[src/hdl/prc_pkg.sv]
// shared types, constants and reset values of the poll request coalescer
`timescale 1ns / 1ps
`default_nettype none

package prc_pkg;

  localparam int unsigned PacketSlotsDef = 128;

  localparam logic [6:0]  SlotNumMax  = 7'h7f;
  localparam logic [7:0]  PktCntMax   = 8'hff;
  localparam logic [9:0]  EntryCntMax = 10'd1023;
  localparam logic [7:0]  WordMask    = 8'hff;

  // result kinds
  localparam logic KindPlace = 1'b0;
  localparam logic KindDesc  = 1'b1;

  // register reset values
  localparam logic        BitModeRst    = 1'b0;
  localparam logic [7:0]  FuncCodeRst   = 8'd3;
  localparam logic [6:0]  MaxWordsRst   = 7'd100;
  localparam logic        ContigRst     = 1'b0;
  localparam logic [7:0]  SelTypeRst    = 8'd4;

  localparam logic [7:0] OneHot [8] = '{
    8'h01, 8'h02, 8'h04, 8'h08, 8'h10, 8'h20, 8'h40, 8'h80
  };

  typedef enum logic [2:0] {
    CFG_BIT_MODE  = 3'd0,
    CFG_FUNC_CODE = 3'd1,
    CFG_MAX_WORDS = 3'd2,
    CFG_CONTIG    = 3'd3,
    CFG_SEL_TYPE  = 3'd4
  } cfg_idx_e;

  typedef struct packed {
    logic        bit_mode;
    logic [7:0]  function_code;
    logic [6:0]  max_packet_words;
    logic        require_contiguous;
    logic [7:0]  selected_type;
  } cfg_t;

  typedef struct packed {
    logic [15:0] reg_address;
    logic [7:0]  entry_type;
    logic [9:0]  entry_position;
    logic        final_entry;
  } in_t;

  typedef struct packed {
    logic        result_kind;
    logic [6:0]  packet_number;
    logic [7:0]  byte_offset;
    logic [7:0]  bit_select;
    logic [15:0] first_address;
    logic [9:0]  first_position;
    logic [9:0]  quantity;
    logic [7:0]  command_code;
    logic        slots_exhausted;
    logic        run_end;
  } out_t;

  // results of one request, handed from the packer to the result buffer
  typedef struct packed {
    logic           valid;
    logic [1:0]     count;
    out_t [2:0]     res;
  } load_t;

endpackage

`default_nettype wire

[src/hdl/prc_cfg_regs.sv]
// configuration register file of the poll request coalescer
`timescale 1ns / 1ps
`default_nettype none

module prc_cfg_regs (
  input  wire logic         clk_i,
  input  wire logic         rst_ni,
  input  wire logic         cfg_valid_i,
  output logic              cfg_ready_o,
  input  wire logic [2:0]   cfg_index_i,
  input  wire logic [7:0]   cfg_data_i,
  output prc_pkg::cfg_t     cfg_o
);

  prc_pkg::cfg_t cfg_q;

  assign cfg_ready_o = 1'b1;
  assign cfg_o       = cfg_q;

  always_ff @(posedge clk_i or negedge rst_ni) begin
    if (!rst_ni) begin
      cfg_q.bit_mode           <= prc_pkg::BitModeRst;
      cfg_q.function_code      <= prc_pkg::FuncCodeRst;
      cfg_q.max_packet_words   <= prc_pkg::MaxWordsRst;
      cfg_q.require_contiguous <= prc_pkg::ContigRst;
      cfg_q.selected_type      <= prc_pkg::SelTypeRst;
    end else if (cfg_valid_i) begin
      unique case (prc_pkg::cfg_idx_e'(cfg_index_i))
        prc_pkg::CFG_BIT_MODE:  cfg_q.bit_mode           <= cfg_data_i[0];
        prc_pkg::CFG_FUNC_CODE: cfg_q.function_code      <= cfg_data_i;
        prc_pkg::CFG_MAX_WORDS: cfg_q.max_packet_words   <= cfg_data_i[6:0];
        prc_pkg::CFG_CONTIG:    cfg_q.require_contiguous <= cfg_data_i[0];
        prc_pkg::CFG_SEL_TYPE:  cfg_q.selected_type      <= cfg_data_i;
        default: ;
      endcase
    end
  end

endmodule

`default_nettype wire

[src/hdl/prc_packer.sv]
// input register, open packet state and per-request result generation
`timescale 1ns / 1ps
`default_nettype none

module prc_packer #(
  parameter int unsigned PACKET_SLOTS = prc_pkg::PacketSlotsDef
) (
  input  wire logic          clk_i,
  input  wire logic          rst_ni,
  input  wire logic          in_valid_i,
  output logic               in_ready_o,
  input  wire prc_pkg::in_t  in_data_i,
  input  wire prc_pkg::cfg_t cfg_i,
  input  wire logic          can_load_i,
  output prc_pkg::load_t     load_o
);

  localparam logic [8:0] Slots    = 9'(PACKET_SLOTS);
  localparam logic [8:0] SlotLast = 9'(PACKET_SLOTS - 1);

  logic          inq_valid_q;
  prc_pkg::in_t  inq_q;
  logic          take;

  logic          open_q, open_d;
  logic [15:0]   start_q, start_d;
  logic [15:0]   prev_q, prev_d;
  logic [9:0]    fpos_q, fpos_d;
  logic [9:0]    cnt_q, cnt_d;
  logic [7:0]    pc_q, pc_d;

  logic          match;
  logic [6:0]    words;
  logic [9:0]    limit;
  logic [15:0]   span_o, step, span_b;
  logic          close_a, open_a, open_b, close_f;
  logic [15:0]   start_b, start_c, prev_b;
  logic [9:0]    fpos_b, fpos_c, cnt_b;
  logic [7:0]    pc_a, pc_b;
  logic [1:0]    n;
  prc_pkg::out_t [2:0] res;

  function automatic logic [7:0] pc_inc(input logic [7:0] pc);
    return (pc == prc_pkg::PktCntMax) ? pc : pc + 8'd1;
  endfunction

  function automatic logic [6:0] slot_num(input logic [7:0] pc);
    return ({1'b0, pc} >= SlotLast) ? SlotLast[6:0] : pc[6:0];
  endfunction

  function automatic prc_pkg::out_t mk_desc(input logic [7:0] pc, input logic [15:0] st,
                                            input logic [9:0] fp, input logic [15:0] pv,
                                            input logic [7:0] cmd);
    prc_pkg::out_t r;
    logic [15:0]   d;
    d                 = pv - st;
    r                 = '0;
    r.result_kind     = prc_pkg::KindDesc;
    r.packet_number   = slot_num(pc);
    r.first_address   = st;
    r.first_position  = fp;
    r.quantity        = d[9:0] + 10'd1;
    r.command_code    = cmd;
    r.slots_exhausted = ({1'b0, pc} >= Slots);
    return r;
  endfunction

  assign take       = inq_valid_q && can_load_i;
  assign in_ready_o = !inq_valid_q || take;

  always_comb begin
    match   = (inq_q.entry_type == cfg_i.selected_type);
    words   = (cfg_i.max_packet_words == 7'd0) ? 7'd1 : cfg_i.max_packet_words;
    limit   = cfg_i.bit_mode ? {words, 3'b000} : {3'b000, words};
    span_o  = inq_q.reg_address - start_q;
    step    = inq_q.reg_address - prev_q;
    close_a = open_q && match &&
              (span_o >= {6'b0, limit} || cnt_q >= limit ||
               (cfg_i.require_contiguous && step != 16'd1));
    open_a  = open_q && !close_a;
    start_b = open_a ? start_q : inq_q.reg_address;
    fpos_b  = open_a ? fpos_q : inq_q.entry_position;
    cnt_b   = open_a ? cnt_q : 10'd0;
    pc_a    = close_a ? pc_inc(pc_q) : pc_q;
    span_b  = inq_q.reg_address - start_b;
    start_c = match ? start_b : start_q;
    fpos_c  = match ? fpos_b : fpos_q;
    prev_b  = match ? inq_q.reg_address : prev_q;
    open_b  = open_q || match;
    close_f = inq_q.final_entry && open_b;
    pc_b    = close_f ? pc_inc(pc_a) : pc_a;

    res = '0;
    n   = 2'd0;
    if (close_a) begin
      res[n] = mk_desc(pc_q, start_q, fpos_q, prev_q, cfg_i.function_code);
      n      = n + 2'd1;
    end
    if (match) begin
      res[n].result_kind     = prc_pkg::KindPlace;
      res[n].packet_number   = slot_num(pc_a);
      res[n].byte_offset     = cfg_i.bit_mode ? span_b[10:3] : {span_b[6:0], 1'b0};
      res[n].bit_select      = cfg_i.bit_mode ? prc_pkg::OneHot[span_b[2:0]]
                                              : prc_pkg::WordMask;
      res[n].first_address   = start_b;
      res[n].first_position  = fpos_b;
      res[n].slots_exhausted = ({1'b0, pc_a} >= Slots);
      n = n + 2'd1;
    end
    if (close_f) begin
      res[n] = mk_desc(pc_a, start_c, fpos_c, prev_b, cfg_i.function_code);
      n      = n + 2'd1;
    end
    if (n != 2'd0) begin
      res[n - 2'd1].run_end = 1'b1;
    end

    open_d  = open_b && !close_f;
    start_d = start_c;
    fpos_d  = fpos_c;
    cnt_d   = match ? ((cnt_b == prc_pkg::EntryCntMax) ? cnt_b : cnt_b + 10'd1) : cnt_q;
    prev_d  = prev_b;
    pc_d    = pc_b;
  end

  assign load_o.valid = take;
  assign load_o.count = n;
  assign load_o.res   = res;

  always_ff @(posedge clk_i or negedge rst_ni) begin
    if (!rst_ni) begin
      inq_valid_q <= 1'b0;
      open_q      <= 1'b0;
      start_q     <= '0;
      prev_q      <= '0;
      fpos_q      <= '0;
      cnt_q       <= '0;
      pc_q        <= '0;
    end else begin
      if (in_ready_o) begin
        inq_valid_q <= in_valid_i;
      end
      if (take) begin
        open_q  <= open_d;
        start_q <= start_d;
        prev_q  <= prev_d;
        fpos_q  <= fpos_d;
        cnt_q   <= cnt_d;
        pc_q    <= pc_d;
      end
    end
  end

  always_ff @(posedge clk_i) begin
    if (in_ready_o && in_valid_i) begin
      inq_q <= in_data_i;
    end
  end

  // closed packet count only moves up
  a_pc_monotonic: assert property (@(posedge clk_i) disable iff (!rst_ni)
    pc_q >= $past(pc_q))
    else $error("packet counter went backwards");

  // three results only come from a close, a placement and a final close
  a_three_kinds: assert property (@(posedge clk_i) disable iff (!rst_ni)
    (load_o.valid && load_o.count == 2'd3) |->
      (load_o.res[0].result_kind == prc_pkg::KindDesc &&
       load_o.res[1].result_kind == prc_pkg::KindPlace &&
       load_o.res[2].result_kind == prc_pkg::KindDesc))
    else $error("bad result order in a three-result load");

endmodule

`default_nettype wire

[src/hdl/prc_result_buf.sv]
// three-slot result register that drains one result per cycle while out_ready_i is high
`timescale 1ns / 1ps
`default_nettype none

module prc_result_buf (
  input  wire logic            clk_i,
  input  wire logic            rst_ni,
  input  wire prc_pkg::load_t  load_i,
  output logic                 can_load_o,
  output logic                 out_valid_o,
  input  wire logic            out_ready_i,
  output prc_pkg::out_t        out_data_o
);

  prc_pkg::out_t [2:0] slots_q;
  logic [1:0]          cnt_q;
  logic                pop;

  assign out_valid_o = (cnt_q != 2'd0);
  assign out_data_o  = slots_q[0];
  assign pop         = out_valid_o && out_ready_i;
  assign can_load_o  = (cnt_q == 2'd0) || (cnt_q == 2'd1 && pop);

  always_ff @(posedge clk_i or negedge rst_ni) begin
    if (!rst_ni) begin
      cnt_q <= 2'd0;
    end else if (load_i.valid) begin
      cnt_q <= load_i.count;
    end else if (pop) begin
      cnt_q <= cnt_q - 2'd1;
    end
  end

  always_ff @(posedge clk_i) begin
    if (load_i.valid) begin
      slots_q <= load_i.res;
    end else if (pop) begin
      slots_q[0] <= slots_q[1];
      slots_q[1] <= slots_q[2];
    end
  end

  // a new load never overwrites results still waiting
  a_no_overwrite: assert property (@(posedge clk_i) disable iff (!rst_ni)
    load_i.valid |-> (cnt_q == 2'd0 || (cnt_q == 2'd1 && pop)))
    else $error("result load over pending results");

  // the last pending result closes its request
  a_last_has_end: assert property (@(posedge clk_i) disable iff (!rst_ni)
    (out_valid_o && cnt_q == 2'd1) |-> out_data_o.run_end)
    else $error("last pending result lacks run_end");

endmodule

`default_nettype wire

[src/hdl/poll_request_coalescer.sv]
// Poll request coalescer: groups table entries of one type into read packets.
// Entries come in on the in_* channel (valid/ready), ascending by address.
// Every matching entry gives a placement result; each packet that closes
// gives a descriptor result. Results leave on the out_* channel, one per
// handshake, and run_end marks the last result of one request.
// Registers are written on the cfg_* channel (index, data); cfg_ready_o is
// always high. Write them only while no request is in flight.
// A request is taken into the input register; its results are computed from
// there and loaded into the result register once that register can take them,
// and its first result is then valid on the out_* channel.
// Requests are taken one per cycle while each yields at most one result and
// the receiver is ready; a request with two or three results holds the input
// until the single output port has drained the result register to its last.
// When the receiver stalls, results wait in the result register and one
// further request waits in the input register; then in_ready_o drops.
// Reset clears the register file to its defaults, closes any open packet and
// zeroes the packet counter; no clearing pass is needed.
`timescale 1ns / 1ps
`default_nettype none

module poll_request_coalescer #(
  parameter int unsigned PACKET_SLOTS = prc_pkg::PacketSlotsDef
) (
  input  wire logic          clk_i,
  input  wire logic          rst_ni,
  input  wire logic          in_valid_i,
  output logic               in_ready_o,
  input  wire prc_pkg::in_t  in_data_i,
  output logic               out_valid_o,
  input  wire logic          out_ready_i,
  output prc_pkg::out_t      out_data_o,
  input  wire logic          cfg_valid_i,
  output logic               cfg_ready_o,
  input  wire logic [2:0]    cfg_index_i,
  input  wire logic [7:0]    cfg_data_i
);

  prc_pkg::cfg_t  cfg;
  prc_pkg::load_t load;
  logic           can_load;

  prc_cfg_regs u_cfg (
    .clk_i       (clk_i),
    .rst_ni      (rst_ni),
    .cfg_valid_i (cfg_valid_i),
    .cfg_ready_o (cfg_ready_o),
    .cfg_index_i (cfg_index_i),
    .cfg_data_i  (cfg_data_i),
    .cfg_o       (cfg)
  );

  prc_packer #(
    .PACKET_SLOTS (PACKET_SLOTS)
  ) u_packer (
    .clk_i      (clk_i),
    .rst_ni     (rst_ni),
    .in_valid_i (in_valid_i),
    .in_ready_o (in_ready_o),
    .in_data_i  (in_data_i),
    .cfg_i      (cfg),
    .can_load_i (can_load),
    .load_o     (load)
  );

  prc_result_buf u_buf (
    .clk_i       (clk_i),
    .rst_ni      (rst_ni),
    .load_i      (load),
    .can_load_o  (can_load),
    .out_valid_o (out_valid_o),
    .out_ready_i (out_ready_i),
    .out_data_o  (out_data_o)
  );

endmodule

`default_nettype wire
[config.mk]
export PLATFORM = sky130hd
export DESIGN_NAME = poll_request_coalescer
export DESIGN_NICKNAME = d
export VERILOG_FILES = /design/src/hdl/prc_pkg.sv /design/src/hdl/prc_cfg_regs.sv /design/src/hdl/prc_packer.sv /design/src/hdl/prc_result_buf.sv /design/src/hdl/poll_request_coalescer.sv
export SDC_FILE = /design/constraint.sdc
export NUM_CORES = 1
export LEC_CHECK = 0
export ABC_AREA = 1
export BUFFER_PORTS_ARGS = -buffer_cell sky130_fd_sc_hd__buf_4
export CAP_MARGIN = 20
export CORE_UTILIZATION = 29
export DETAILED_ROUTE_END_ITERATION = 8
export SYNTH_ARGS = -nofsm -noshare
export SYNTH_HDL_FRONTEND = slang
export SYNTH_SLANG_ARGS = --single-unit
[constraint.sdc]
create_clock -name clk_i -period 7.7 [get_ports clk_i]
set_input_delay 1.54 -clock clk_i [delete_from_list [all_inputs] [get_ports clk_i]]
set_output_delay 1.54 -clock clk_i [all_outputs]
set_load 0.1 [all_outputs]
Word-level counts from Yosys, hierarchy flattened
Memory sizes are Yosys's and may differ from the RTL's.
Cells that the tools add are included.
{"block": "op_classes", "muxes": 57, "div_mod_pow": 0, "n_shift": 0, "magnitude_cmp": 13, "n_reduce_logical": 33, "bitwise_logic": 1, "eq_ne": 10, "n_addsub": 14, "n_mul": 0}
{"cell": "$bwmux 210", "n": 9}
{"cell": "$demux 70 s2", "n": 9}
{"cell": "$mux 210", "n": 3}
{"cell": "$mux 140", "n": 2}
{"cell": "$mux 70", "n": 3}
{"cell": "$mux 69", "n": 1}
{"cell": "$mux 8", "n": 8}
{"cell": "$mux 62", "n": 1}
{"cell": "$mux 54", "n": 1}
{"cell": "$mux 10", "n": 5}
{"cell": "$mux 16", "n": 3}
{"cell": "$mux 46", "n": 1}
{"cell": "$sub 16x16->16", "n": 2}
{"cell": "$add 10x1->10 const B", "n": 3}
{"cell": "$mux 30", "n": 1}
{"cell": "$mux 7", "n": 3}
{"cell": "$sub 10x10->10", "n": 2}
{"cell": "$add 8x1->8 const B", "n": 2}
{"cell": "$eq 8x8->1 const B", "n": 2}
{"cell": "$ge 16x10->1", "n": 1}
{"cell": "$ge 8x7->1 const B", "n": 2}
{"cell": "$ge 8x8->1 const B", "n": 2}
{"cell": "$ne 16x1->1 const B", "n": 1}
{"cell": "$logic_and 1x1->1", "n": 13}
{"cell": "26 further kinds", "n": 48}
{"block": "totals", "mem_count": 1, "in_bits": 51, "latchBits": 0, "output_inout_bits": 73, "word_cells": 176, "regBits": 334, "mem_bits_rw": 0, "rom_bits": 64}
{"memory": "(name not given)", "depth": 8, "word_bits": 8, "read_ports": 1, "rd_clocked_by_memory_dff": 0, "wr": 0, "line_no": "prc_packer.sv:103", "rtl": "res[n].bit_select = cfg_i.bit_mode ? prc_pkg::OneHot[span_b[2:0]]"}

Depth between registers and ports, before layout
Gate-level depths: netlist of run 1.
{"block": "depth", "word_depth": 26, "depth_mapped": 45, "mapped_depth_nobuf": 43}

Modules after synthesis
Synthesis of run 1 repeated with hierarchy kept, for this count alone.
{"block": "unflattened", "cells_unflattened": 2551, "hier_area_um2": 20562.2}
{"mod": "prc_packer", "n_inst": 1, "area_per_inst_um2": 10706.5, "cells_each": 1677, "seq_area_each_um2": 2602.5}
{"mod": "prc_result_buf", "n_inst": 1, "area_per_inst_um2": 8783.4, "cells_each": 753, "seq_area_each_um2": 6356.1}
{"mod": "prc_cfg_regs", "n_inst": 1, "area_per_inst_um2": 1072.3, "cells_each": 121, "seq_area_each_um2": 633.1}

Worst setup path before layout of run 1
Ideal clock, no wire load.
{"block": "synth_path", "kind": "reg2reg", "startpoint": "register u_packer.inq_q[21] (netlist bit)", "endpoint": "register u_buf.slots_q, in the netlist u_buf.out_data_o[19], data pin", "t_required_ns": 7.444, "synth_period_minus_slack_ns": 5.794, "path_buffers": 2, "t_arrival_ns": 5.537, "setup_time_ns": 0.256, "setup_slack_ns": 1.906, "path_stages_with_launch": 40, "cell_sequence": "edfxtp_1 ha_1 a21oi_1 nand2_1 nand2_1 nand3_1 a41oi_1 xnor2_1 ha_1 a211o_1 a21oi_1 nand3_1 nor2_1 nand2_1 nor2_1 nand3_1 nand2_2 nand2_2 (+4 left out) nand2_1 o21ai_0 ha_1 inv_1 ha_1 fa_1 nand3_1 nand2_1 a21oi_1 o21bai_1 nand2_1 nand2_1 a21oi_1 xnor2_1 xor2_1 xor2_1 nand2_1 a22o_1"}
{"block": "synth_between", "elab_cells_between_ends": 49, "classes_between": "add/sub: 7; order compare: 3; eq/ne: 1; mux: 30; reduce/logical: 8"}
{"element": "start: declaration", "line_no": "prc_packer.sv:22", "rtl": "prc_pkg::in_t inq_q;"}
{"element": "start signal: assignment", "line_no": "prc_packer.sv:156", "rtl": "inq_q <= in_data_i;"}
{"element": "$sub 16x16->16 (on tied branches)", "line_no": "prc_packer.sv:75, prc_packer.sv:76"}
{"element": "$ge 16x10->1 / $ne 16x1->1 (equally long branches)", "line_no": "prc_packer.sv:78, prc_packer.sv:79"}
{"element": "$logic_or 1x1->1 / $logic_and 1x1->1 (equally long branches)", "line_no": "prc_packer.sv:78, prc_packer.sv:79"}
{"element": "$logic_or 1x1->1 (*)", "line_no": "prc_packer.sv:78", "rtl": "(span_o >= {6'b0, limit} || cnt_q >= limit ||"}
{"element": "$logic_and 1x1->1 (*)", "line_no": "prc_packer.sv:77", "rtl": "close_a = open_q && match &&"}
{"element": "$logic_not 1->1 (*)", "line_no": "prc_packer.sv:80", "rtl": "open_a = open_q && !close_a;"}
{"element": "$logic_and 1x1->1 (*)", "line_no": "prc_packer.sv:80"}
{"element": "$mux 16 (*)", "line_no": "prc_packer.sv:81", "rtl": "start_b = open_a ? start_q : inq_q.reg_address;"}
{"element": "$mux 16 (*)", "line_no": "prc_packer.sv:86", "rtl": "start_c = match ? start_b : start_q;"}
{"element": "via u_packer.start_c[1]", "line_no": "prc_packer.sv:37", "rtl": "logic [15:0] start_b, start_c, prev_b;"}
{"element": "$sub 10x10->10 (*)", "line_no": "prc_packer.sv:56", "rtl": "d = pv - st;"}
{"element": "$add 10x1->10 (*)", "line_no": "prc_packer.sv:62", "rtl": "r.quantity = d[9:0] + 10'd1;"}
{"element": "$bwmux 210 (*)", "line_no": "prc_packer.sv:111", "rtl": "res[n] = mk_desc(pc_a, start_c, fpos_c, prev_b, cfg_i.function_code);"}
{"element": "$mux 210 (*)", "line_no": "prc_packer.sv:110", "rtl": "if (close_f) begin"}
{"element": "$bwmux 210", "line_no": "prc_packer.sv:115", "rtl": "res[n - 2'd1].run_end = 1'b1;"}
{"element": "$mux 210 (*)", "line_no": "prc_packer.sv:114", "rtl": "if (n != 2'd0) begin"}
{"element": "$mux 140 (*)", "line_no": "prc_result_buf.sv:35", "rtl": "if (load_i.valid) begin"}
{"element": "end signal: assignment", "line_no": "prc_result_buf.sv:36", "rtl": "slots_q <= load_i.res;"}
{"element": "end: declaration", "line_no": "prc_result_buf.sv:15", "rtl": "prc_pkg::out_t [2:0] slots_q;"}
Mark *: on every way through the listed nets, which the timed path passes. The rest lies on a longest branch.
A chain may end at the register's enable or synchronous reset.

Final worst setup path of run 1
Same ends and word-level chain as after synthesis.

==> results.py, run 1 <==
metrics = {
    "outcome": {
        "status": "finished clean",
    },
    "yosys": {
        "syn_nets": 2378,
        "async_flop_share_pct": 27.99,
        "synthCells": 2223,
        "syn-cell-area_um2": 18960,
        "syn_avg_cell_area_um2": 8.528,
        "synth_edf_count": 229,
        "ys_seq_area_share_pct": 48.06,
        "yosysWarningCount": 0,
        "ys.flop_type": "edfxtp_1",
        "ys_ff_latch": 318,
        "synth.distinct_cells": 56,
    },
    "layout": {
        "final_core_util_pct": 33.56,
        "area_growth_pct": 14.11,
        "final_common_cell": "nand2_1",
        "insertedDiodeCount": 0,
        "drive_gt1_share_pct": 11.26,
        "fin_cells": 3147,
        "layout_common_cells": "541 x nand2_1, 288 x inv_1, 229 x edfxtp_1, 200 x o21ai_0, 189 x nor2_1",
        "design_area_um2": 21630,
        "nNetsFinal": 2416,
    },
    "cts": {
        "cts_buffer_depth": 3,
        "cts_max_level": 2,
        "cts_tree": "yes",
        "cts_setup_buffers": 0,
        "numCtsBuffers": 39,
        "path_clk_slew_ns": 0.06,
        "clk_latency_ns": 0.57,
        "cts_hold_buffers": 0,
        "cts_sinks": 318,
        "root_buffer": "clkbuf_16",
        "post_cts_resized": 0,
    },
    "placed_design": {
        "numPlacedInstances": 3075,
        "gp_congestion": 0.9157,
        "dpl.hpwl_um": 38850,
        "place.port_buffers": 122,
        "dpl_cell_area_um2": 20290,
        "place_worst_setup_slack_ns": 1.299,
    },
    "drt": {
        "drt-pass1-iter-count": 6,
        "detail_route.wl_per_cell_um": 17.34,
        "routed_via_density": 4.779,
        "via_count": 15039,
        "drtAntennaViolNets": 0,
        "route.detailed.drc": 0,
        "drt_wl_total_um": 54550,
        "drtIter0Drc": 1205,
    },
    "critical_path": {
        "cp_max_fo": 21,
        "slowest_delay_ns": 0.51,
        "crit_path_start": "u_packer.inq_q[21]",
        "reg2reg_from": "u_packer.inq_q[21]",
        "required_ns": 8.01,
        "cp-end-kind": "flop",
        "path_class": "reg -> reg",
        "cpMostUsedCell": "nand2_1",
        "start_kind": "flop",
        "cp_slowest_cell": "edfxtp_1",
        "worstPathArrival_ns": 6.77,
    },
    "floorplan": {
        "num_rows": 93,
        "die_x_um": 257.7,
        "ioPinCount": 124,
        "initial_core_util_pct": 29.41,
        "coreArea_um2": 64460,
        "dieArea_um2": 66400,
        "die_h_um": 257.7,
    },
    "timing": {
        "worst_slew_margin_rel_pct": 38.30,
        "grt_setup_unrepaired": "false",
        "setup_tns_ns": 0,
        "period_share_pct": 83.85,
        "worst_pin_slew_ns": 0.9255,
        "setup_viol": 0,
        "fmax_mhz": 154.9,
        "fin_ws_ns": 1.244,
        "fin_crit_ns": 6.456,
        "drv_slew": 0,
        "hold_violations": 0,
        "skew_ns": 0.02532,
        "whs_ns": 0.4859,
    },
    "global_route": {
        "grt_pass1_vias": 14176,
        "grt_usage_pct": 16.30,
        "antenna_found_initial": 1,
        "grt_start_max_net_pins": 73,
        "gr-total-overflow": 0,
        "grt_pass1_wl_um": 84160,
    },
    "pwr": {
        "max-vdd-ir-drop_mv": 0.2370,
        "p_per_area_nw_per_um2": 463.5,
        "total_power_mw": 10.03,
        "leakagePower_nw": 9.897,
    },
    "worst_hold_path": {
        "hold_start": "u_cfg.cfg_o[21]",
        "hp-class": "reg -> reg",
    },
    "run": {
        "cap_violations": 0,
    },
}
[final cells by class]
type / instances / area (um2)
well taps: 855 / 1070
inverters: 299 / 1130
multi-input cells: 1459 / 7903
fillers: 6773 / 42830
clock buffers: 48 / 1040
repair buffers: 144 / 1081
clock inverters: 24 / 297.8
flip-flops and latches: 318 / 9111
[critical path: cells and delay by family, from the launching register on]
family,cells,cell delay [ns]
AOI/OAI and AO/OA,10,1.78
buffers and inverters,2,0.13
and+or+nand+nor,16,1.56
xor gates and xnor gates,4,0.70
adders and majority gates,5,1.54
DFF,1,0.51
[registers in the layout (all words and copies together), names as in the netlist]
signal                count
u_packer.start_q         16
u_cfg.cfg_o              25
u_packer.cnt_q           10
u_packer.open_q           1
u_buf.cnt_q               2
u_packer.fpos_q          10
u_packer.pc_q             8
u_packer.prev_q          16
u_buf.slots_q           124
u_buf.out_data_o         70
u_packer.inq_q           35
u_packer.inq_valid_q      1
[final timing paths]
check,end,slack (ns),cells past startpoint
setup / recovery,u_buf.out_data_o[19],1.24,37
hold / removal,u_cfg.cfg_o[21],0.49,2
setup reg to reg,u_buf.out_data_o[19],1.24,37
hold reg to reg,u_cfg.cfg_o[21],0.49,2
max in group asynchronous,u_packer.cnt_q[5],5.40,2
min in group asynchronous,u_packer.prev_q[10],0.95,1
[report_power, final]
part	switching, mW	total [mW]	internal, mW
logic	3.73	5.01	1.28
clock network	0.778	1.92	1.14
registers	0.299	3.10	2.80
[kinds of logic after synthesis]
kind of cell / share of synthesized area (%)
mux: 0.1056
simple gates: 19.32
other cells: 0.01978
buf+inv: 10.33
xor+xnor: 2.290
flops: 48.06
fa+ha+maj: 7.023
compound gates: 12.85
[synth_stat cells (18+ instances only)]
| cell type | instances | area share (%) |
|---|---|---|
| o221ai_1 | 46 | 2.1 |
| nand2_1 | 542 | 11 |
| inv_1 | 290 | 5.7 |
| ha_1 | 100 | 6.6 |
| xor2_1 | 34 | 1.6 |
| o22ai_1 | 18 | 0.59 |
| nor2_1 | 192 | 3.8 |
| clkbuf_1 | 65 | 1.3 |
| dfrtp_1 | 83 | 11 |
| o21ai_1 | 32 | 0.84 |
| o21ai_0 | 200 | 5.3 |
| nand4_1 | 22 | 0.73 |
| nand3_1 | 91 | 2.4 |
| a21oi_1 | 59 | 1.6 |
| edfxtp_1 | 229 | 36 |
| buf_4 | 72 | 2.9 |
[layer usage]
metal,part of all wire [%],GRT usage [%],vias to the layer above
met5,0,0,-
met1,47,23.11,7069
met3,5.6,2.415,69
met4,2.3,4.799,0
met2,45,25.62,446
li1,-,-,7455
No activity file was read; power rests on OpenSTA's default activity.
==> run 2: changes to the inputs <==
--- a/config.mk
+++ b/config.mk
@@ -5,7 +5,7 @@
 export SDC_FILE = /design/constraint.sdc
 export NUM_CORES = 1
 export LEC_CHECK = 0
-export ABC_AREA = 1
+export ABC_AREA = 0
 export BUFFER_PORTS_ARGS = -buffer_cell sky130_fd_sc_hd__buf_4
 export CAP_MARGIN = 20
 export CORE_UTILIZATION = 29
==> constraint.sdc (replaced) <==
create_clock -name clk_i -period 6.1 [get_ports clk_i]
set_input_delay 1.22 -clock clk_i [delete_from_list [all_inputs] [get_ports clk_i]]
set_output_delay 1.22 -clock clk_i [all_outputs]
set_load 0.1 [all_outputs]
==> run 2 against run 1 <==
The run now ends with negative setup slack left. Power rose by 34%. Clock power rose by 24%. Combinational power rose by 43%. Register-to-register slack got worse by 1.3 ns. Sequential share of layout area fell by 1.8 points. Routed wire length rose by 7.5%. Via count rose by 0.64%. Clock skew fell by 0.0037 ns. First-iteration DRC count rose by 8.5%.
==> results.py, run 2 <==
metrics = {
    "floorplan": {
        "num_rows": 93,
        "ioPinCount": 124,
        "coreArea_um2": 64580,
        "die_h_um": 257.9,
        "dieArea_um2": 66530,
        "die_x_um": 257.9,
        "initial_core_util_pct": 29.41,
    },
    "layout": {
        "nNetsFinal": 2171,
        "regMostFlops": "u_buf.slots_q",
        "final_common_cell": "buf_4",
        "drive_gt1_share_pct": 20.88,
        "num-fill-cells": 6418,
        "final_core_util_pct": 35.03,
        "largest_reg_flops": 124,
        "design_area_um2": 22630,
        "insertedDiodeCount": 0,
        "layout_common_cells": "241 x buf_4, 233 x nand2_1, 229 x edfxtp_1, 137 x nor2_1, 132 x o21ai_0",
        "area_growth_pct": 19.12,
        "fin_cells": 2900,
    },
    "cts": {
        "path_clk_slew_ns": 0.06,
        "cts_sinks": 318,
        "numCtsBuffers": 37,
        "cts_max_level": 2,
        "cts_tree": "yes",
        "cts_buffer_depth": 3,
        "root_buffer": "clkbuf_16",
        "cts_hold_buffers": 0,
        "clk_latency_ns": 0.58,
    },
    "timing": {
        "setup_tns_ns": -0.2156,
        "worst_slew_margin_rel_pct": 28.36,
        "fin_ws_ns": -0.05834,
        "setup_viol": 4,
        "drv_slew": 0,
        "fmax_mhz": 162.4,
        "whs_ns": 0.5142,
        "worst_pin_slew_ns": 1.072,
        "grt_setup_unrepaired": "true",
        "skew_ns": 0.02163,
        "hold_violations": 0,
        "period_share_pct": 101.0,
        "fin_crit_ns": 6.158,
    },
    "yosys": {
        "synthTopCellsByArea": "edfxtp_1 36%, dfrtp_1 11%, ha_1 6.6%",
        "synth_common_cells": "238 x nand2_1, 229 x edfxtp_1, 145 x nor2_1",
        "ys_ff_latch": 318,
        "ys.flop_type": "edfxtp_1",
        "syn_avg_cell_area_um2": 9.950,
        "synth_edf_count": 229,
        "ys_seq_area_share_pct": 47.97,
        "synth.distinct_cells": 85,
        "async_flop_share_pct": 27.99,
        "syn_nets": 2064,
        "synth_most_common_cell": "nand2_1",
        "syn-cell-area_um2": 18990,
        "yosysWarningCount": 0,
        "synth_top_area_share_pct": 36.20,
        "synth_top_area_cell": "edfxtp_1",
        "synthCells": 1909,
    },
    "worst_hold_path": {
        "hp-class": "reg -> reg",
        "hold_start": "u_buf.slots_q[140]",
    },
    "drt": {
        "via_count": 15136,
        "drt_wl_total_um": 58640,
        "drt-pass1-iter-count": 5,
        "drtIter0Drc": 1307,
        "routed_via_density": 5.219,
        "drtAntennaViolNets": 0,
        "route.detailed.drc": 0,
        "detail_route.wl_per_cell_um": 20.22,
    },
    "pwr": {
        "p_per_area_nw_per_um2": 595.0,
        "leakagePower_nw": 9.186,
        "p_sw_mw": 6.296,
        "total_power_mw": 13.46,
        "p_sw_share_pct": 46.77,
        "clkPwrFrac_pct": 17.7,
        "max-vdd-ir-drop_mv": 0.3255,
        "power.share.combinational_pct": 53.3,
        "p_int_mw": 7.166,
        "p_seq_share_pct": 29.0,
    },
    "placed_design": {
        "dpl_cell_area_um2": 21030,
        "place_worst_setup_slack_ns": -0.08546,
        "numPlacedInstances": 2825,
        "dpl.hpwl_um": 41340,
        "place.port_buffers": 122,
        "gp_congestion": 0.9381,
    },
    "critical_path": {
        "crit_path_start": "u_packer.inq_q[19]",
        "required_ns": 6.41,
        "critical_path_buf_inv_count": 3,
        "path_delay_family": "compound AO/OA/AOI/OAI gates",
        "cp_slowest_cell": "or4_4",
        "reg2reg_from": "u_packer.inq_q[19]",
        "start_kind": "flop",
        "slowest_delay_ns": 0.58,
        "cp_max_fo": 4,
        "path_class": "reg -> reg",
        "worstPathArrival_ns": 6.47,
        "cp-end-kind": "flop",
    },
    "global_route": {
        "antenna_found_initial": 2,
        "grt_pass1_wl_um": 89710,
        "grt_usage_pct": 17.33,
        "grt_start_max_net_pins": 110,
        "grt_pass1_vias": 14958,
        "gr-total-overflow": 0,
    },
    "outcome": {
        "violations": "negative setup slack",
        "status": "finished, violations left",
    },
    "run": {
        "cap_violations": 0,
    },
}
## run 2: cell count changes in the layout (fill, tap and decap cells not counted), sizes merged, moves of 35 or more
cell,delta
o221ai,-44
a31oi,+46
o21ai,-82
a21o,+35
a21oi,+52
nand2,-312
nor2,-56
buf,+102
inv,-221
nand3,-45
## run 2: path summary, 6_finish.rpt
| kind | slack [ns] | to | cells past startpoint |
|---|---|---|---|
| worst max register to register | -0.06 | u_buf.out_data_o[19] | 33 |
| min in group asynchronous | 0.72 | u_buf.cnt_q[0] | 1 |
| worst max-delay path | -0.06 | u_buf.out_data_o[19] | 33 |
| worst min register to register | 0.51 | u_buf.slots_q[70] | 2 |
| max in group asynchronous | 4.21 | u_packer.fpos_q[0] | 2 |
| worst min-delay path | 0.51 | u_buf.slots_q[70] | 2 |
## run 2: what timing repair did
action | in CTS | in global routing
setup buffers | 1 | 6
endpoints found under the setup margin | 5 | 81
pin swaps | 3 | 30
gates resized for setup | 7 | 52
## run 2: worst reg2reg max path: cells and delay by family, from the launching register on
kind,cells,cell delay (ns)
xor+xnor,3,0.50
simple gates,7,1.22
compound gates,14,2.12
fa+ha+maj,6,1.48
flops,1,0.41
buf+inv,3,0.17
## run 2: final cells by class
type | instances | area [um2] | share of cell area (%)
clock buffers | 47 | 1046 | 4.623
clock inverters | 21 | 251.5 | 1.112
inverters | 70 | 265.3 | 1.172
multi-input cells | 1343 | 9005 | 39.80
flip-flops and latches | 318 | 9111 | 40.27
well taps | 855 | 1070 | 4.728
repair buffers | 246 | 1877 | 8.295
## run 2: cell families (layout without fill, tap and decap cells)
family / after synthesis / in the layout / synth area share (%)
AOI/OAI and AO/OA: 526 / 526 / 18.03
muxes: 65 / 65 / 3.649
DFF: 318 / 318 / 47.97
buffers and inverters: 248 / 384 / 6.357
and+or+nand+nor: 587 / 587 / 14.19
adders and majority gates: 106 / 106 / 7.114
other: 1 / 1 / 0.01974
xor gates and xnor gates: 58 / 58 / 2.674
## run 2: routing by layer
metal	up-vias	GRT usage, %	routed length [um]
li1	7127	-	-
met1	7416	22.41	25260
met2	502	29.50	28480
met3	91	2.886	3387
met4	0	5.260	1525
met5	-	0	0
## run 2: power by group through the flow
stage | clock network (mW) | registers (mW) | logic (mW)
after floorplan | 0 | 3.88 | 5.37
after global placement | 0 | 3.93 | 6.82
after detailed placement | 0 | 3.95 | 6.87
after CTS | 2.44 | 3.92 | 6.97
after global routing | 2.52 | 4.00 | 7.72
final | 2.38 | 3.91 | 7.18
